File: src/hw/rtl/tes_pkg.sv
// ----------------------------------------------------------------------------
// Timer expiry scheduler package
// Shared constants, payload structs and the controller state type.
// ----------------------------------------------------------------------------
`default_nettype none

package tes_pkg;

  localparam int NUM_TIMERS  = 16;
  localparam int TIMER_IDX_W = (NUM_TIMERS > 1) ? $clog2(NUM_TIMERS) : 1;
  localparam int TIME_W      = 32;
  localparam int ENTRY_W     = TIME_W + 1;

  localparam logic [1:0] OP_TICK  = 2'd0;
  localparam logic [1:0] OP_START = 2'd1;
  localparam logic [1:0] OP_STOP  = 2'd2;

  typedef struct packed {
    logic [1:0]        opcode;
    logic [3:0]        timer_index;
    logic [TIME_W-1:0] now_ticks;
    logic [TIME_W-1:0] mark_ticks;
    logic [TIME_W-1:0] timeout_ticks;
  } tes_in_t;

  typedef struct packed {
    logic [3:0] expired_index;
    logic       last_of_run;
  } tes_out_t;

  typedef enum logic [2:0] {
    S_IDLE,
    S_SCAN,
    S_SCAN_LAST,
    S_PICK,
    S_FLUSH
  } tes_state_t;

endpackage

`default_nettype wire

File: src/hw/rtl/tes_ram.sv
// ----------------------------------------------------------------------------
// Generic RAM
// One write port and one read port with registered read data.
// ----------------------------------------------------------------------------
`default_nettype none

module tes_ram #(
  parameter int WIDTH = 8,
  parameter int DEPTH = 16,
  localparam int AW = (DEPTH > 1) ? $clog2(DEPTH) : 1
) (
  input  wire logic             clk,
  input  wire logic             we,
  input  wire logic [AW-1:0]    waddr,
  input  wire logic [WIDTH-1:0] wdata,
  input  wire logic [AW-1:0]    raddr,
  output logic      [WIDTH-1:0] rdata
);

  logic [WIDTH-1:0] mem [DEPTH];

  always_ff @(posedge clk) begin
    if (we) begin
      mem[waddr] <= wdata;
    end
    rdata <= mem[raddr];
  end

endmodule

`default_nettype wire

File: src/hw/rtl/timer_expiry_scheduler_core.sv
// Start and stop transactions need no scan; a start that fires at once adds one result.
// A tick scans the timer RAM once per expiry plus one final scan.
// A tick after a time wrap adds the scans that drain the whole current list.
// A new transaction is taken only in the idle state, so each tick holds the input until its
// scans and results are done; result stalls add to this.
// Reset clears the armed bits, current list and previous time at once; there is no clearing pass.
// ----------------------------------------------------------------------------
// Timer expiry scheduler core
// Keeps expiry times and list membership in a RAM and reports expiries in
// ascending expiry order by repeated minimum scans over the timer slots.
// ----------------------------------------------------------------------------
`default_nettype none

module timer_expiry_scheduler_core
  import tes_pkg::*;
(
  input  wire logic     clk,
  input  wire logic     rst_n,
  input  wire logic     in_valid,
  output logic          in_stall,
  input  wire tes_in_t  in_data,
  output logic          out_valid,
  input  wire logic     out_stall,
  output tes_out_t      out_data
);

  tes_state_t              state_r, state_nxt;
  logic [NUM_TIMERS-1:0]   armed_r, armed_nxt;
  logic                    cur_list_r, cur_list_nxt;
  logic [TIME_W-1:0]       prev_now_r, prev_now_nxt;
  logic [TIME_W-1:0]       now_r, now_nxt;
  logic                    phase_all_r, phase_all_nxt;
  logic [TIMER_IDX_W-1:0]  scan_idx_r, scan_idx_nxt;
  logic                    cmp_v_r, cmp_v_nxt;
  logic [TIMER_IDX_W-1:0]  cmp_idx_r, cmp_idx_nxt;
  logic                    best_found_r, best_found_nxt;
  logic [TIMER_IDX_W-1:0]  best_idx_r, best_idx_nxt;
  logic [TIME_W-1:0]       best_t_r, best_t_nxt;
  logic                    hold_v_r, hold_v_nxt;
  logic [TIMER_IDX_W-1:0]  hold_idx_r, hold_idx_nxt;
  logic                    out_v_r, out_v_nxt;
  tes_out_t                out_data_r, out_data_nxt;

  logic                    ram_we;
  logic [TIMER_IDX_W-1:0]  ram_waddr;
  logic [ENTRY_W-1:0]      ram_wdata;
  logic [ENTRY_W-1:0]      ram_rdata;

  logic                    in_acc;
  logic                    out_free;
  logic [TIMER_IDX_W-1:0]  in_idx;
  logic                    in_idx_ok;
  logic [TIME_W-1:0]       next_t;
  logic [TIME_W-1:0]       elapsed;
  logic                    fire;
  logic                    arm_list;
  logic [TIME_W-1:0]       rd_exp;
  logic                    rd_lst;
  logic                    cand;

  tes_ram #(
    .WIDTH(ENTRY_W),
    .DEPTH(NUM_TIMERS)
  ) u_ram (
    .clk  (clk),
    .we   (ram_we),
    .waddr(ram_waddr),
    .wdata(ram_wdata),
    .raddr(scan_idx_r),
    .rdata(ram_rdata)
  );

  assign in_stall  = (state_r != S_IDLE);
  assign out_valid = out_v_r;
  assign out_data  = out_data_r;
  assign in_acc    = in_valid && !in_stall;
  assign out_free  = !out_v_r || !out_stall;

  assign in_idx    = TIMER_IDX_W'(in_data.timer_index);
  assign in_idx_ok = {5'd0, in_data.timer_index} < 9'(NUM_TIMERS);
  assign next_t    = in_data.mark_ticks + in_data.timeout_ticks;
  assign elapsed   = in_data.now_ticks - in_data.mark_ticks;

  always_comb begin
    fire     = 1'b0;
    arm_list = cur_list_r;
    if (next_t <= in_data.now_ticks) begin
      if (elapsed >= in_data.timeout_ticks) begin
        fire = 1'b1;
      end else begin
        arm_list = !cur_list_r;
      end
    end else if ((in_data.now_ticks < in_data.mark_ticks) &&
                 (next_t >= in_data.mark_ticks)) begin
      fire = 1'b1;
    end
  end

  assign rd_exp = ram_rdata[TIME_W-1:0];
  assign rd_lst = ram_rdata[TIME_W];
  assign cand   = cmp_v_r && armed_r[cmp_idx_r] && (rd_lst == cur_list_r) &&
                  (phase_all_r || (rd_exp <= now_r));

  always_comb begin
    state_nxt      = state_r;
    armed_nxt      = armed_r;
    cur_list_nxt   = cur_list_r;
    prev_now_nxt   = prev_now_r;
    now_nxt        = now_r;
    phase_all_nxt  = phase_all_r;
    scan_idx_nxt   = scan_idx_r;
    cmp_v_nxt      = 1'b0;
    cmp_idx_nxt    = scan_idx_r;
    best_found_nxt = best_found_r;
    best_idx_nxt   = best_idx_r;
    best_t_nxt     = best_t_r;
    hold_v_nxt     = hold_v_r;
    hold_idx_nxt   = hold_idx_r;
    out_v_nxt      = out_v_r && out_stall;
    out_data_nxt   = out_data_r;
    ram_we         = 1'b0;
    ram_waddr      = in_idx;
    ram_wdata      = {arm_list, next_t};

    if (cand && (!best_found_r || (rd_exp < best_t_r))) begin
      best_found_nxt = 1'b1;
      best_idx_nxt   = cmp_idx_r;
      best_t_nxt     = rd_exp;
    end

    unique case (state_r)
      S_IDLE: begin
        if (in_acc) begin
          unique case (in_data.opcode)
            OP_TICK: begin
              phase_all_nxt  = (in_data.now_ticks < prev_now_r);
              prev_now_nxt   = in_data.now_ticks;
              now_nxt        = in_data.now_ticks;
              scan_idx_nxt   = '0;
              best_found_nxt = 1'b0;
              hold_v_nxt     = 1'b0;
              state_nxt      = S_SCAN;
            end
            OP_START: begin
              if (in_idx_ok) begin
                ram_we            = 1'b1;
                armed_nxt[in_idx] = !fire;
                if (fire) begin
                  hold_v_nxt   = 1'b1;
                  hold_idx_nxt = in_idx;
                  state_nxt    = S_FLUSH;
                end
              end
            end
            OP_STOP: begin
              if (in_idx_ok) begin
                armed_nxt[in_idx] = 1'b0;
              end
            end
            default: begin
            end
          endcase
        end
      end
      S_SCAN: begin
        cmp_v_nxt    = 1'b1;
        cmp_idx_nxt  = scan_idx_r;
        scan_idx_nxt = scan_idx_r + 1'b1;
        if (scan_idx_r == TIMER_IDX_W'(NUM_TIMERS - 1)) begin
          scan_idx_nxt = '0;
          state_nxt    = S_SCAN_LAST;
        end
      end
      S_SCAN_LAST: begin
        state_nxt = S_PICK;
      end
      S_PICK: begin
        if (best_found_r) begin
          if (!hold_v_r || out_free) begin
            if (hold_v_r) begin
              out_v_nxt                  = 1'b1;
              out_data_nxt.expired_index = 4'(hold_idx_r);
              out_data_nxt.last_of_run   = 1'b0;
            end
            armed_nxt[best_idx_r] = 1'b0;
            hold_v_nxt            = 1'b1;
            hold_idx_nxt          = best_idx_r;
            best_found_nxt        = 1'b0;
            scan_idx_nxt          = '0;
            state_nxt             = S_SCAN;
          end
        end else if (phase_all_r) begin
          phase_all_nxt = 1'b0;
          cur_list_nxt  = !cur_list_r;
          scan_idx_nxt  = '0;
          state_nxt     = S_SCAN;
        end else if (hold_v_r) begin
          state_nxt = S_FLUSH;
        end else begin
          state_nxt = S_IDLE;
        end
      end
      S_FLUSH: begin
        if (out_free) begin
          out_v_nxt                  = 1'b1;
          out_data_nxt.expired_index = 4'(hold_idx_r);
          out_data_nxt.last_of_run   = 1'b1;
          hold_v_nxt                 = 1'b0;
          state_nxt                  = S_IDLE;
        end
      end
      default: begin
        state_nxt = S_IDLE;
      end
    endcase
  end

  always_ff @(posedge clk) begin
    if (!rst_n) begin
      state_r      <= S_IDLE;
      armed_r      <= '0;
      cur_list_r   <= 1'b0;
      prev_now_r   <= '0;
      phase_all_r  <= 1'b0;
      scan_idx_r   <= '0;
      cmp_v_r      <= 1'b0;
      best_found_r <= 1'b0;
      hold_v_r     <= 1'b0;
      out_v_r      <= 1'b0;
    end else begin
      state_r      <= state_nxt;
      armed_r      <= armed_nxt;
      cur_list_r   <= cur_list_nxt;
      prev_now_r   <= prev_now_nxt;
      phase_all_r  <= phase_all_nxt;
      scan_idx_r   <= scan_idx_nxt;
      cmp_v_r      <= cmp_v_nxt;
      best_found_r <= best_found_nxt;
      hold_v_r     <= hold_v_nxt;
      out_v_r      <= out_v_nxt;
    end
  end

  always_ff @(posedge clk) begin
    now_r      <= now_nxt;
    cmp_idx_r  <= cmp_idx_nxt;
    best_idx_r <= best_idx_nxt;
    best_t_r   <= best_t_nxt;
    hold_idx_r <= hold_idx_nxt;
    out_data_r <= out_data_nxt;
  end

endmodule

`default_nettype wire

File: config.mk
export PLATFORM = sky130hd
export DESIGN_NAME = timer_expiry_scheduler_core
export DESIGN_NICKNAME = d
export VERILOG_FILES = /design/src/hw/rtl/tes_pkg.sv /design/src/hw/rtl/tes_ram.sv /design/src/hw/rtl/timer_expiry_scheduler_core.sv
export SDC_FILE = /design/constraint.sdc
export NUM_CORES = 1
export LEC_CHECK = 0
export CAP_MARGIN = 40
export CORE_MARGIN = 2
export CORE_UTILIZATION = 55
export CTS_CLUSTER_DIAMETER = 150
export DETAILED_ROUTE_END_ITERATION = 10
export DONT_BUFFER_PORTS = 1
export GPL_ROUTABILITY_DRIVEN = 0
export GPL_TIMING_DRIVEN = 0
export PLACE_DENSITY = 0.74
export SYNTH_ARGS = -nofsm -noshare
export SYNTH_HDL_FRONTEND = slang
export SYNTH_SLANG_ARGS = --single-unit
File: constraint.sdc
create_clock -name clk -period 19.86 [get_ports clk]
set_input_delay 1.986 -clock clk [delete_from_list [all_inputs] [get_ports clk]]
set_output_delay 1.986 -clock clk [all_outputs]
set_load 0.01 [all_outputs]
After elaboration in Yosys (flattened, before gate mapping)
Memory sizes are Yosys's and may differ from the RTL's. A register that Yosys moved wholly into a read port is not among the register bits.
Cells that the tools add are included.
- bitwise gates (word level): 5
- $lt $le $gt $ge: 12
- muxes and demuxes: 73
- reduce and logical (&&, ||, !) cells: 36
- add/sub/neg operators: 3
- equal/unequal tests: 23
- operators by type and width (operator ; count):
    less-than comparator 32 bit ; 3
    greater-or-equal comparator 32 bit ; 2
    less-or-equal comparator 32 bit ; 2
    one-hot mux 16 bit (2 select lines) ; 2
    2-to-1 mux 16 bit ; 3
    2-to-1 mux 4 bit ; 11
    adder 32 bit ; 1
    bitwise AND 16 bit ; 2
    NOT 16 bit ; 2
    subtractor 32 bit ; 1
    2-to-1 mux 1 bit ; 31
    2-to-1 mux 3 bit ; 8
    2-to-1 mux 5 bit ; 4
    bitwise mux 16 bit ; 1
    inequality test 2 bit (second input constant) ; 8
    less-than comparator 4 x 5 -> 1 bit (second input constant) ; 3
    one-hot mux 3 bit (5 select lines) ; 1
    AND reduction 5 bit ; 3
    one-hot mux 4 bit (3 select lines) ; 1
    AND reduction 6 bit ; 2
    one-hot mux 5 bit (2 select lines) ; 1
    logical AND 1 bit ; 9
    inequality test 3 bit (second input constant) ; 3
    nonzero test 3 bit ; 3
    other kinds (26) ; 45
- input port bits: 106
- output and inout port bits: 7
- RAM bits: 528
- memories: 1
- register bits: 142
- memories (name ; words ; width ; read ports ; clocked after Yosys merged registers in ; write ports ; RTL line ; text):
    u_ram.mem ; 16 ; 33 ; 1 ; 1 ; 1 ; tes_ram.sv:20 ; logic [WIDTH-1:0] mem [DEPTH];

Depth between registers and ports, before layout
- depth in word-level cells: 10
- gate-level depth with buffers: 23

Cells and area by module
A second synthesis with hierarchy kept.
- cells, all modules: 2440
- area total of the unflattened synthesis: 33852.5 um2
- modules (own cells, without submodules) (module ; sequential area each (um2) ; cells an instance ; instances ; area an instance (um2)):
    tes_ram ; 16515.8 ; 864 ; 1 ; 20631.0
    timer_expiry_scheduler_core ; 3613.5 ; 1576 ; 1 ; 13221.4

Least setup slack after synthesis
No wires, ideal clock.
- path kind: register to register
- start point: register now_r[25]
- end point: register best_idx_r[0] (enable)
- required time: 19.236 ns
- stages on the path, launching flop included: 11
- buffers on the path: 0
- data arrival time: 7.370 ns
- path slack: 11.866 ns
- clock period less this slack: 7.994 ns
- cell sequence: edfxtp_1 inv_1 ha_1 a21o_1 a21o_1 a21o_1 a211oi_1 o21ai_0 a22oi_1 o21ai_0 a2111oi_0
- cells in the longest elaborated chain, start to end: 4
- RTL lines (item ; RTL line ; text):
    start: declaration ; timer_expiry_scheduler_core.sv:31 ; logic [TIME_W-1:0] now_r, now_nxt;
    start signal: assignment ; timer_expiry_scheduler_core.sv:245 ; now_r <= now_nxt;
    less-or-equal comparator 32 bit ; timer_expiry_scheduler_core.sv:102 ; (phase_all_r || (rd_exp <= now_r));
    logical OR 1 bit ; timer_expiry_scheduler_core.sv:102 ;
    logical AND 1 bit ; timer_expiry_scheduler_core.sv:101 ; assign cand = cmp_v_r && armed_r[cmp_idx_r] && (rd_lst == cur_list_r) &&
    logical AND 1 bit ; timer_expiry_scheduler_core.sv:125 ; if (cand && (!best_found_r || (rd_exp < best_t_r))) begin
    end signal: assignment ; timer_expiry_scheduler_core.sv:247 ; best_idx_r <= best_idx_nxt;
    end: declaration ; timer_expiry_scheduler_core.sv:37 ; logic [TIMER_IDX_W-1:0] best_idx_r, best_idx_nxt;
No other way between the ends.
A chain may end at the register's enable or synchronous reset.

Worst setup path after layout
- start point: input port in_data[4] (netlist bit)
- end point: register hold_idx_r[3] (enable)
- cells in the longest elaborated chain, start to end: 7
- elaborated cells on any way between the ends: 10
- classes of those cells: 1 x add/sub; 3 x order compare; 1 x eq/ne; 3 x mux; 2 x reduce/logical
- RTL lines (item ; RTL line ; text):
    start: declaration ; timer_expiry_scheduler_core.sv:21 ; input wire tes_in_t in_data,
    adder 32 bit * ; timer_expiry_scheduler_core.sv:81 ; assign next_t = in_data.mark_ticks + in_data.timeout_ticks;
    via next_t[29] ; timer_expiry_scheduler_core.sv:53 ; logic [TIME_W-1:0] next_t;
    greater-or-equal comparator 32 bit ; timer_expiry_scheduler_core.sv:94 ; (next_t >= in_data.mark_ticks)) begin
    logical AND 1 bit ; timer_expiry_scheduler_core.sv:93 ; end else if ((in_data.now_ticks < in_data.mark_ticks) &&
    2-to-1 mux 1 bit ; timer_expiry_scheduler_core.sv:93 ;
    2-to-1 mux 1 bit * ; timer_expiry_scheduler_core.sv:87 ; if (next_t <= in_data.now_ticks) begin
    inequality test 2 bit (no source line) * ; - ;
    AND reduction 6 bit (no source line) * ; - ;
    end signal: assignment ; timer_expiry_scheduler_core.sv:249 ; hold_idx_r <= hold_idx_nxt;
    end: declaration ; timer_expiry_scheduler_core.sv:40 ; logic [TIMER_IDX_W-1:0] hold_idx_r, hold_idx_nxt;
Mark *: on every way through the listed nets, which the timed path passes. The rest lies on a longest branch.

==> impl_metrics.tcl <==
set metrics [dict create \
    count_of_flip_flops_with_a_built_in_enable_after_synthesis 605 \
    worst_clock_skew_ns 0.0242 \
    total_drc_errors_in_the_routed_layout 0 \
    sequential_fraction_of_the_synthesis_area 0.588 \
    placement.io_buffers 0 \
    worst_ep_required_time_ns 20.11 \
    grt_pass1_wl_mm 138 \
    post_cts_buffers 0 \
    route.layer.met1.wl_mm 36.6 \
    timing.hold.ws_ns 0.338 \
    final_nets 2954 \
    asyncSetResetFlopFracSynth 0 \
    synth_cell_type_count 85 \
    netlist_area_sq_um 34300 \
    fp.dieArea_sq_um 64300 \
    cap_viol_max_count 0 \
    post_synthesis_register_bit_count 703 \
    vias 22600 \
    syn_to_final_growth_pct 13.1 \
    dr.max_layer_used "met4" \
    synth_fp_nets 2805 \
    status "completed" \
    crit_buf_inv 0 \
    r2r_start "u_ram.rdata[31]$_DFF_P_" \
    post-route-cell-area_sq_um 38700 \
    dr.pass1.iters 6 \
    first_global_vias 22300 \
    hold_buffers 0 \
    cp_top_family "compound AO/OA/AOI/OAI gates" \
    pre_cts_slack_ns 11.47 \
    postRouteAntennaNets 0 \
    clockRootBuffer "clkbuf_16" \
    critPathLaunch "in_data[4]" \
    postRouteWirelength_mm 93.2 \
    most_used_standard_cell_by_instance_count_after_synthesis "edfxtp_1" \
    starting_utilization_of_the_core_area 0.556 \
    hold_crit_start "cmp_idx_nxt[2]$_SDFFE_PN0P_" \
    grt_usage 0.294 \
    tightest_slew_ns 0.987 \
    synthesized_netlist_cell_count 2443 \
    rsz_0062_raised_after_global_routing "no" \
    numCtsBuffers 70 \
    worstPathCellList "ha_1 -> o211ai_1 -> o21ai_0 -> o211ai_1 -> a21oi_1 -> a221o_1 -> nor3b_1 -> o21ai_1 -> nor3b_2 -> xnor2_1 -> ha_1 -> nand4_1 -> or3_1 -> nor3_1 -> o311a_1 -> o31ai_2 -> a31oi_1 -> o21ai_0 -> o21ai_1" \
    cts_tree "built" \
    synth-warning-count 0 \
    clkLatencyLatePin_ns 0.62 \
    number_of_levels_in_the_clock_h_tree 3 \
    final.period_utilization 0.405 \
    grt_max_degree 25 \
    timing.final.ws_setup_ns 11.83 \
    hp-class "reg2reg" \
    ioPinCount 113 \
    placementRows 91 \
    critPathCaptureType "flop" \
    clock_period_minus_worst_slack_ns 8.03 \
    synth_ff_type "edfxtp_1" \
    totalNegativeSetupSlack_ns 0 \
    max-vdd-ir-drop_mv 0.0822 \
    clkSinkCount 703 \
    cts_resized 0 \
    achievable_frequency_mhz 124 \
    drtIter0Drc 2794 \
    route.met2.wl_mm 44.8 \
    yosys-top-cells-count "edfxtp_1 (605), ha_1 (254), inv_1 (216)" \
    die-height_microns 254 \
    core_area_sq_um 61600 \
    route.detailed.wl_per_inst_microns 26.7 \
    timing.critical_path.arrival_ns 8.28 \
    drt-vias-per-instance 6.49 \
    final_util 0.629 \
    cpMaxStageDelayCell "o21ai_1" \
    initial_antenna_violation_count 0 \
    antenna_cells 0 \
    synth.avg_cell_area_sq_um 14.0 \
    overflow_after_grt 0 \
    clk_path_buf_depth 3 \
    finalSetupViolCount 0 \
    crit_fanout 5 \
    cpPeakStageDelay_ns 0.55 \
    ys_top_cells_by_area "edfxtp_1 (53%), mux4_2 (11%), ha_1 (9.3%), dfxtp_1 (5.7%), a21oi_1 (2.4%)" \
    max_slew_margin 0.342 \
    final-hold-violation-count 0 \
    detailedPlacementHpwl_mm 67.1 \
    timing.critical_path.from_type "input port" \
    dieWidth_microns 254 \
    total_leakage_power_nw 13.8 \
    filler_cell_count 4323 \
    placed_cell_area_sq_um 36400 \
    clkTransAtPathRegs_ns 0.06 \
    synthDominantAreaCellType "edfxtp_1" \
    synth_top_area_share 0.530 \
    report.final.slew_viol_count 0 \
    met3WireLength_mm 8.27 \
    final_layout_size_suffix_gt1_frac 0.166 \
    kind_of_critical_path "in2reg" \
    cellPowerDensity_nw_per_um2 97.0 \
]
## power by group
part	switching (mW)	leakage (nW)	internal (mW)
logic	0.431	6.52	0.301
clock network	0.555	1.08	0.746
registers	0.0278	6.25	1.70
total	1.01	13.8	2.74
## registers in the layout, summed over array words and instances, names as in the netlist, 3 cells and up
name	count
cmp_idx_nxt	4
u_ram.rdata	33
cmp_idx_r	4
best_idx_r	4
armed_r	16
hold_idx_r	4
now_r	32
best_t_r	32
out_data	5
u_ram.mem	528
state_r	3
prev_now_r	32
## worst paths after layout
path                            depth (start not counted)  slack [ns]                 endpoint
worst max-delay path                                   19       11.83  hold_idx_r[3]$_DFFE_PP_
worst min-delay path                                    0        0.34     cmp_idx_r[2]$_DFF_P_
worst max register to register                         11       15.64   best_t_r[16]$_DFFE_PP_
worst min register to register                          0        0.34     cmp_idx_r[2]$_DFF_P_
## cells by family after synthesis
kind of cell	after synthesis	synth area share
flip-flops	703	0.588
AND/OR/NAND/NOR	487	0.0707
AO/OA/AOI/OAI	470	0.0870
buffers and inverters	297	0.0336
adder cells (fa/ha/maj)	256	0.0939
multiplexers	170	0.112
XOR/XNOR	60	0.0153
## worst reg2reg max path, stage by stage (launching register included)
cell,delay (ns)
dfxtp_1,0.40
ha_1,0.37
nand4_1,0.15
nor4_1,0.58
a31oi_1,0.29
nor3b_1,0.22
a22oi_1,0.25
o21ai_0,0.24
a2111oi_2,0.57
buf_2,0.33
buf_2,0.27
buf_2,0.25
## routing by layer
metal,GRT usage,up-vias
met5,0,-
met4,0.0948,0
met3,0.0544,255
met2,0.486,1377
met1,0.396,11300
li1,-,9676
## final cells by class
class / instances / area (sq um) / share of cell area
inverters: 217 / 815 / 0.0210
repair buffers: 77 / 993 / 0.0256
well taps: 837 / 1050 / 0.0270
multi-input cells: 1443 / 13200 / 0.340
clock buffers: 96 / 1950 / 0.0504
flip-flops and latches: 703 / 20100 / 0.519
plain buffers: 80 / 339 / 0.00875
clock inverters: 32 / 293 / 0.00756
## cells in the final DEF, fill, tap and decap left out, drive strengths merged, types with 40 or more instances in the layout
master,Yosys,routed
mux4,170,170
a21o,46,46
nor3,40,40
xnor2,41,41
nor2,88,88
a21oi,163,163
edfxtp,605,605
inv,216,221
dfxtp,98,98
nand2,170,170
ha,254,254
clkbuf,57,153
o21ai,138,138
nand3,54,54
buf,23,100
## stage by stage
stage,total power [mW],cells
after global routing,3.89,3485
after floorplan,2.21,2443
after detailed placement,2.47,3351
after global placement,2.39,3280
final,3.76,3485
after CTS,3.76,3479
No activity file was read; power rests on OpenSTA's default activity.
